[config.mk]
export PLATFORM = sky130hd
export DESIGN_NAME = header_trailer_deframer
export DESIGN_NICKNAME = d
export VERILOG_FILES = /design/src/rtl/core/htd_pkg.sv /design/src/rtl/core/htd_ram.sv /design/src/rtl/core/htd_framer.sv /design/src/rtl/core/htd_emit.sv /design/src/rtl/core/header_trailer_deframer.sv
export VERILOG_INCLUDE_DIRS = /design/src /design/src/rtl/core
export SDC_FILE = /design/constraint.sdc
export NUM_CORES = 1
export LEC_CHECK = 0
export BUFFER_PORTS_ARGS = -buffer_cell sky130_fd_sc_hd__buf_2
export CAP_MARGIN = 20
export CORE_MARGIN = 2
export CORE_UTILIZATION = 55
export CTS_CLUSTER_DIAMETER = 200
export DETAILED_ROUTE_END_ITERATION = 10
export GPL_ROUTABILITY_DRIVEN = 0
export HOLD_SLACK_MARGIN = 0.02
export MAX_ROUTING_LAYER = met4
export PLACE_DENSITY = 0.74
export SLEW_MARGIN = 20
export SYNTH_ARGS = -nofsm -noshare
export SYNTH_HDL_FRONTEND = slang
export SYNTH_HIERARCHICAL = 1
export SYNTH_SLANG_ARGS = --single-unit
[constraint.sdc]
create_clock -name clk -period 5 [get_ports clk]
set_clock_uncertainty 0.2 [all_clocks]
set_input_delay 0.75 -clock clk [delete_from_list [all_inputs] [get_ports clk]]
set_output_delay 0.75 -clock clk [all_outputs]
set_load 0.05 [all_outputs]
[src/rtl/core/header_trailer_deframer_defines.svh]
// Assertion macros used by the deframer RTL.
// Used by files that assert; expects signals clk and rst in scope.
`ifndef HEADER_TRAILER_DEFRAMER_DEFINES_SVH
`define HEADER_TRAILER_DEFRAMER_DEFINES_SVH

// Same-cycle implication, ignored while in reset
`define HTD_ASSERT_IMPL(lbl, ante, cons) \
  lbl: assert property (@(posedge clk) disable iff (rst) (ante) |-> (cons)) \
    else $error("deframer assertion failed");

// Next-cycle implication, ignored while in reset
`define HTD_ASSERT_NEXT(lbl, ante, cons) \
  lbl: assert property (@(posedge clk) disable iff (rst) (ante) |=> (cons)) \
    else $error("deframer assertion failed");

`endif

[src/rtl/core/htd_pkg.sv]
// Package for the header/trailer deframer: sync byte constants, phase type,
// readout request struct and helper functions. No dependencies.
package htd_pkg;

  localparam int MAX_PAYLOAD_DEF = 64;
  // Payload length register width, also the width of all byte counts
  localparam int CNT_W = 7;
  localparam logic [CNT_W-1:0] LEN_RESET = 7'd64;

  localparam logic [7:0] HDR_A = 8'h1D;
  localparam logic [7:0] HDR_B = 8'hAC;
  localparam logic [7:0] TRL_A = 8'hFE;
  localparam logic [7:0] TRL_B = 8'hCA;

  typedef enum logic [2:0] {
    PH_HUNT1 = 3'd0,
    PH_HUNT2 = 3'd1,
    PH_DATA  = 3'd2,
    PH_TRL1  = 3'd3,
    PH_TRL2  = 3'd4
  } phase_t;

  // Request from the framer to start reading a completed frame out
  typedef struct packed {
    logic             start;
    logic [CNT_W-1:0] len;
  } emit_req_t;

  function automatic logic is_header(logic [7:0] b);
    return (b == HDR_A) || (b == HDR_B);
  endfunction

  function automatic logic is_trailer(logic [7:0] b);
    return (b == TRL_A) || (b == TRL_B);
  endfunction

  // Address width for a memory of the given depth
  function automatic int addr_w(int depth);
    return (depth > 1) ? $clog2(depth) : 1;
  endfunction

endpackage

[src/rtl/core/htd_ram.sv]
// Generic single-write, single-read RAM with registered read data.
// Depends on htd_pkg for the address width helper.
module htd_ram #(
  parameter int WIDTH = 8,
  parameter int DEPTH = htd_pkg::MAX_PAYLOAD_DEF
) (
  input  logic                                 clk,
  input  logic                                 wr_en,
  input  logic [htd_pkg::addr_w(DEPTH)-1:0]    wr_addr,
  input  logic [WIDTH-1:0]                     wr_data,
  input  logic                                 rd_en,
  input  logic [htd_pkg::addr_w(DEPTH)-1:0]    rd_addr,
  output logic [WIDTH-1:0]                     rd_data
);
  import htd_pkg::*;

  logic [WIDTH-1:0] mem [DEPTH];

  // Write port
  always_ff @(posedge clk) begin
    if (wr_en) begin
      mem[wr_addr] <= wr_data;
    end
  end

  // Registered read port
  always_ff @(posedge clk) begin
    if (rd_en) begin
      rd_data <= mem[rd_addr];
    end
  end

endmodule

[src/rtl/core/htd_framer.sv]
// Frame sync state machine: hunts headers, writes payload beats to the
// store and checks trailers. Depends on htd_pkg.
module htd_framer #(
  parameter int MAX_PAYLOAD = htd_pkg::MAX_PAYLOAD_DEF
) (
  input  logic                                    clk,
  input  logic                                    rst,
  input  logic                                    in_valid,
  input  logic                                    hold,
  input  logic [7:0]                              rx_byte,
  input  logic [htd_pkg::CNT_W-1:0]               eff_len,
  output logic                                    wr_en,
  output logic [htd_pkg::addr_w(MAX_PAYLOAD)-1:0] wr_addr,
  output logic [7:0]                              wr_data,
  output htd_pkg::emit_req_t                      req
);
  import htd_pkg::*;

  localparam int AW = addr_w(MAX_PAYLOAD);

  phase_t           phase, phase_next;
  logic [CNT_W-1:0] count, count_next;
  logic [CNT_W:0]   count_inc;
  logic             accept;

  assign accept    = in_valid && !hold;
  assign count_inc = {1'b0, count} + {{CNT_W{1'b0}}, 1'b1};

  // Next phase and payload count
  always_comb begin
    phase_next = phase;
    count_next = count;
    if (accept) begin
      unique case (phase)
        PH_HUNT1: begin
          phase_next = is_header(rx_byte) ? PH_HUNT2 : PH_HUNT1;
        end
        PH_HUNT2: begin
          phase_next = is_header(rx_byte) ? PH_DATA : PH_HUNT1;
          count_next = '0;
        end
        PH_DATA: begin
          // Leave payload once the count reaches the current length
          if (count_inc >= {1'b0, eff_len}) begin
            count_next = '0;
            phase_next = PH_TRL1;
          end else begin
            count_next = count_inc[CNT_W-1:0];
          end
        end
        PH_TRL1: begin
          phase_next = is_trailer(rx_byte) ? PH_TRL2 : PH_HUNT1;
        end
        PH_TRL2: begin
          phase_next = PH_HUNT1;
        end
        default: begin
          phase_next = is_header(rx_byte) ? PH_HUNT2 : PH_HUNT1;
        end
      endcase
    end
  end

  // Store writes and readout request
  always_comb begin
    wr_en     = accept && (phase == PH_DATA);
    wr_addr   = AW'(count);
    wr_data   = rx_byte;
    req.start = accept && (phase == PH_TRL2) && is_trailer(rx_byte);
    req.len   = eff_len;
  end

  always_ff @(posedge clk) begin
    if (rst) begin
      phase <= PH_HUNT1;
      count <= '0;
    end else begin
      phase <= phase_next;
      count <= count_next;
    end
  end

endmodule

[src/rtl/core/htd_emit.sv]
// Readout sequencer: reads a completed frame from the store and drives the
// output register, one beat per read. Depends on htd_pkg and the defines.
`include "header_trailer_deframer_defines.svh"

module htd_emit #(
  parameter int MAX_PAYLOAD = htd_pkg::MAX_PAYLOAD_DEF
) (
  input  logic                                    clk,
  input  logic                                    rst,
  input  htd_pkg::emit_req_t                      req,
  input  logic                                    out_stall,
  input  logic [7:0]                              rd_data,
  output logic                                    rd_en,
  output logic [htd_pkg::addr_w(MAX_PAYLOAD)-1:0] rd_addr,
  output logic                                    busy,
  output logic                                    out_valid,
  output logic [7:0]                              payload_byte,
  output logic                                    last_of_frame
);
  import htd_pkg::*;

  localparam int AW = addr_w(MAX_PAYLOAD);

  logic [CNT_W-1:0] rd_idx;
  logic [CNT_W-1:0] len_q;
  logic             pending;
  logic             pending_last;
  logic             out_taken;
  logic             issue;
  logic             issue_last;

  assign out_taken  = out_valid && !out_stall;
  // Read only when the output register is free by the time data returns
  assign issue      = busy && !pending && (!out_valid || out_taken);
  assign issue_last = (rd_idx + CNT_W'(1)) == len_q;
  assign rd_en      = issue;
  assign rd_addr    = AW'(rd_idx);

  // Read sequencing
  always_ff @(posedge clk) begin
    if (rst) begin
      busy    <= 1'b0;
      pending <= 1'b0;
      rd_idx  <= '0;
      len_q   <= '0;
    end else if (req.start) begin
      busy    <= 1'b1;
      pending <= 1'b0;
      rd_idx  <= '0;
      len_q   <= req.len;
    end else if (issue) begin
      pending <= 1'b1;
      rd_idx  <= rd_idx + CNT_W'(1);
      if (issue_last) begin
        busy <= 1'b0;
      end
    end else begin
      pending <= 1'b0;
    end
  end

  always_ff @(posedge clk) begin
    if (issue) begin
      pending_last <= issue_last;
    end
  end

  // Output register: load returned data, drop on a taken beat
  always_ff @(posedge clk) begin
    if (rst) begin
      out_valid <= 1'b0;
    end else if (pending) begin
      out_valid <= 1'b1;
    end else if (out_taken) begin
      out_valid <= 1'b0;
    end
  end

  always_ff @(posedge clk) begin
    if (pending) begin
      payload_byte  <= rd_data;
      last_of_frame <= pending_last;
    end
  end

  `HTD_ASSERT_NEXT(a_pending_loads, pending, out_valid)
  `HTD_ASSERT_IMPL(a_idx_in_range, busy, rd_idx < len_q)
  `HTD_ASSERT_IMPL(a_start_when_idle, req.start, !busy && !pending)

endmodule

[src/rtl/core/header_trailer_deframer.sv]
// Readout starts once the second trailer beat is taken: store read, then output register.
// Input takes one beat per cycle outside readout; readout issues a store read only once
// the previous beat has been loaded into the output register, so reads do not overlap.
// Input is stalled while the store is being read out.
// Reset (rst, synchronous) clears phase, count and readout state and sets the
// payload length to 64; the payload store is not cleared.
module header_trailer_deframer #(
  parameter int MAX_PAYLOAD = htd_pkg::MAX_PAYLOAD_DEF
) (
  input  logic                        clk,
  input  logic                        rst,
  input  logic                        in_valid,
  output logic                        in_stall,
  input  logic [7:0]                  rx_byte,
  output logic                        out_valid,
  input  logic                        out_stall,
  output logic [7:0]                  payload_byte,
  output logic                        last_of_frame,
  input  logic                        cfg_valid,
  output logic                        cfg_ready,
  input  logic [htd_pkg::CNT_W-1:0]   payload_length
);
  import htd_pkg::*;

  localparam int AW = addr_w(MAX_PAYLOAD);

  logic [CNT_W-1:0] len_reg;
  logic [CNT_W-1:0] eff_len;
  logic             busy;
  logic             wr_en;
  logic [AW-1:0]    wr_addr;
  logic [7:0]       wr_data;
  logic             rd_en;
  logic [AW-1:0]    rd_addr;
  logic [7:0]       rd_data;
  emit_req_t        req;

  assign cfg_ready = 1'b1;
  assign in_stall  = busy;

  // Length register
  always_ff @(posedge clk) begin
    if (rst) begin
      len_reg <= LEN_RESET;
    end else if (cfg_valid && cfg_ready) begin
      len_reg <= payload_length;
    end
  end

  // Clamp length to one .. store depth
  always_comb begin
    if (len_reg == '0) begin
      eff_len = CNT_W'(1);
    end else if (int'(len_reg) > MAX_PAYLOAD) begin
      eff_len = CNT_W'(MAX_PAYLOAD);
    end else begin
      eff_len = len_reg;
    end
  end

  htd_framer #(.MAX_PAYLOAD(MAX_PAYLOAD)) u_framer (
    .clk      (clk),
    .rst      (rst),
    .in_valid (in_valid),
    .hold     (busy),
    .rx_byte  (rx_byte),
    .eff_len  (eff_len),
    .wr_en    (wr_en),
    .wr_addr  (wr_addr),
    .wr_data  (wr_data),
    .req      (req)
  );

  htd_ram #(.WIDTH(8), .DEPTH(MAX_PAYLOAD)) u_store (
    .clk     (clk),
    .wr_en   (wr_en),
    .wr_addr (wr_addr),
    .wr_data (wr_data),
    .rd_en   (rd_en),
    .rd_addr (rd_addr),
    .rd_data (rd_data)
  );

  htd_emit #(.MAX_PAYLOAD(MAX_PAYLOAD)) u_emit (
    .clk           (clk),
    .rst           (rst),
    .req           (req),
    .out_stall     (out_stall),
    .rd_data       (rd_data),
    .rd_en         (rd_en),
    .rd_addr       (rd_addr),
    .busy          (busy),
    .out_valid     (out_valid),
    .payload_byte  (payload_byte),
    .last_of_frame (last_of_frame)
  );

endmodule

==> impl_metrics.env <==
export IMPL_yosysSeqAreaShare=0.729
export IMPL_clk_root_buffer_cell="clkbuf_16"
export IMPL_grt_max_degree=68
export IMPL_slowest_stage="nor2_1"
export IMPL_netlist_area_mm2=0.0228
export IMPL_rows=74
export IMPL_path_cells="nand2b_1 -> nor3_1 -> nand3_1 -> nor2_1"
export IMPL_worst_slew_pin_slew_ps=935
export IMPL_tritoncts="yes"
export IMPL_die_area_mm2=0.0430
export IMPL_clkSinkCount=564
export IMPL_power_leakage_nw=7.57
export IMPL_die_h_um=207
export IMPL_largest_register_ffs=512
export IMPL_fmaxAchievable_ghz=0.285
export IMPL_vias=11700
export IMPL_grt_total_usage=0.237
export IMPL_synthDistinctLibCells=68
export IMPL_cts_setup_buffers=0
export IMPL_fin_area_mm2=0.0250
export IMPL_crit_start="u_emit/busy"
export IMPL_grt_ovfl_total=0
export IMPL_fin_crit_ps=3510
export IMPL_syn_inst=1206
export IMPL_tns_ps=0
export IMPL_postCtsHoldBufs=0
export IMPL_wl_mm=49.3
export IMPL_power_density_mw_per_mm2=377
export IMPL_cp_endpoint="u_store/mem[21][1]"
export IMPL_hold_violations=0
export IMPL_status="completed"
export IMPL_first_global_vias=11200
export IMPL_antenna_cells=0
export IMPL_wire_per_inst_um=27.4
export IMPL_clkLatencyLatePin_ps=610
export IMPL_drt_iter0_drc=1628
export IMPL_slew_headroom=0.372
export IMPL_critPathCaptureType="register"
export IMPL_syn2layout_area_growth_pct=9.84
export IMPL_syn_nets=1235
export IMPL_synth_top_area_cell="edfxtp_1"
export IMPL_io_buffer_count=30
export IMPL_ff2ff_setup_slack_ps=1490
export IMPL_slew_viol_final=0
export IMPL_async_flop_share=0
export IMPL_synthTopCellsByArea="edfxtp_1 (70%), mux4_2 (12%), dfxtp_1 (3.0%)"
export IMPL_start_kind="register"
export IMPL_drive_gt1_frac=0.230
export IMPL_ys_top_cells_by_count="edfxtp_1 (530), mux4_2 (126), nor2_1 (115)"
export IMPL_vias_per_cell=6.47
export IMPL_irDropWorstVdd_v=0.000269
export IMPL_cts_buffers=53
export IMPL_hold_class="input pin to register"
export IMPL_die_w_um=207
export IMPL_r2r_end="u_store/mem[21][1]"
export IMPL_synth_edf_count=530
export IMPL_synth_warnings=6
export IMPL_dr_pass1_iters=5
export IMPL_synth_top_flop_cell="edfxtp_1"
export IMPL_clkTransAtPathRegs_ps=60
export IMPL_drcViolationCount=0
export IMPL_cp_required_ps=5030
export IMPL_fin_crit_sh=0.702
export IMPL_postSynthAreaPerCell_um2=18.9
export IMPL_ios=32
export IMPL_path_max_fanout=8
export IMPL_cp_arrival_ps=3540
export IMPL_core_area_mm2=0.0408
export IMPL_drtAntennaViolNets=0
export IMPL_timing_rr_start="u_emit/busy"
export IMPL_synth_most_common_cell="edfxtp_1"
export IMPL_rsz0062_at_grt="false"
export IMPL_crit_type="register to register"
export IMPL_drv_cap=0
export IMPL_finalSetupViolCount=0
export IMPL_clock_path_buffers=3
export IMPL_cts_resized=0
export IMPL_synth_top_area_frac=0.699
export IMPL_antenna_found_initial=0
export IMPL_rr_worst_depth=4
export IMPL_htreeDepth=2
export IMPL_start_util=0.558
export IMPL_reg_largest_list="u_store/mem: 512 flops, u_emit/payload_byte: 8 flops, u_store/rd_data: 8 flops"
export IMPL_nets=1253
export IMPL_regMostFlops="u_store/mem"
export IMPL_yosys_register_bits=564
export IMPL_max_stage_delay_ps=840
export IMPL_placed_cell_area_mm2=0.0232
export IMPL_grt_pass1_wl_mm=72.6
export IMPL_dp_hpwl_mm=29.8
==> worst min-delay path by stage <==
stage                                   endpoint  cells past startpoint           startpoint
after global routing                  len_reg[6]                      2    payload_length[6]
after CTS                             len_reg[6]                      2    payload_length[6]
after detailed placement  u_emit/payload_byte[2]                      0   u_store/rd_data[2]
final                                 len_reg[6]                      2    payload_length[6]
after global placement    u_emit/payload_byte[2]                      0   u_store/rd_data[2]
after floorplan             u_emit/last_of_frame                      0  u_emit/pending_last
==> cells in the final DEF, fill, tap and decap left out, types with 11 or more instances in the layout <==
| cell type | n |
|---|---|
| nand2b_1 | 12 |
| xnor2_1 | 11 |
| buf_2 | 30 |
| nand3_1 | 23 |
| clkbuf_16 | 53 |
| mux2i_1 | 38 |
| nor2b_1 | 25 |
| a21oi_1 | 11 |
| edfxtp_1 | 530 |
| mux2_2 | 13 |
| buf_4 | 22 |
| nand2_1 | 28 |
| nor3_1 | 13 |
| mux4_2 | 126 |
| dfxtp_1 | 30 |
| nor2_1 | 115 |
==> power breakdown <==
part / total, W / switching (W) / internal [W]
clock network: 0.00415 / 0.00175 / 0.00240
logic: 0.000116 / 0.0000968 / 0.0000195
registers: 0.00516 / 0.00000353 / 0.00516
==> kinds of logic (layout without fill, tap and decap cells) <==
logic type,count (synthesis),in the layout,synth area share
AO/OA/AOI/OAI,93,93,0.0325
XOR/XNOR,19,19,0.00731
adder cells (fa/ha/maj),9,9,0.00495
buffers and inverters,100,162,0.0279
flip-flops,564,564,0.729
multiplexers,177,177,0.148
other,1,1,0.000165
AND/OR/NAND/NOR,243,243,0.0505
==> metal layers <==
layer,part of all wire,global-route usage,vias up
met3,0.11,0.0516,89
met5,0,-,-
met4,0.028,0.0778,0
li1,-,-,4891
met2,0.46,0.343,681
met1,0.40,0.340,5992
==> area by class of cell <==
cell class | count | area [um^2]
inverters | 10 | 37.5
clock inverters | 36 | 410
clock buffers | 63 | 1410
flip-flops and latches | 564 | 16600
well taps | 532 | 666
repair buffers | 53 | 335
multi-input cells | 542 | 5540
fillers | 2704 | 15800
==> critical path, delay by kind of cell (launching register included) <==
kind	cells	cell delay, ps
flops	1	380
simple gates	4	2560
==> per-stage QoR <==
step / power (W) / utilization / instances / hold slack, ps / setup slack [ps]
6_report: 0.00943 / 0.612 / 1800 / 172 / 1490
5_1_grt: 0.00966 / 0.612 / 1800 / 166 / 1320
4_1_cts: 0.00949 / 0.612 / 1800 / 155 / 1540
3_5_place_dp: 0.00538 / 0.568 / 1701 / 205 / 1200
3_3_place_gp: 0.00538 / 0.568 / 1701 / 203 / 1250
2_1_floorplan: 0.00532 / - / 1206 / 200 / 2290
Power figures use the tool's default switching activity.
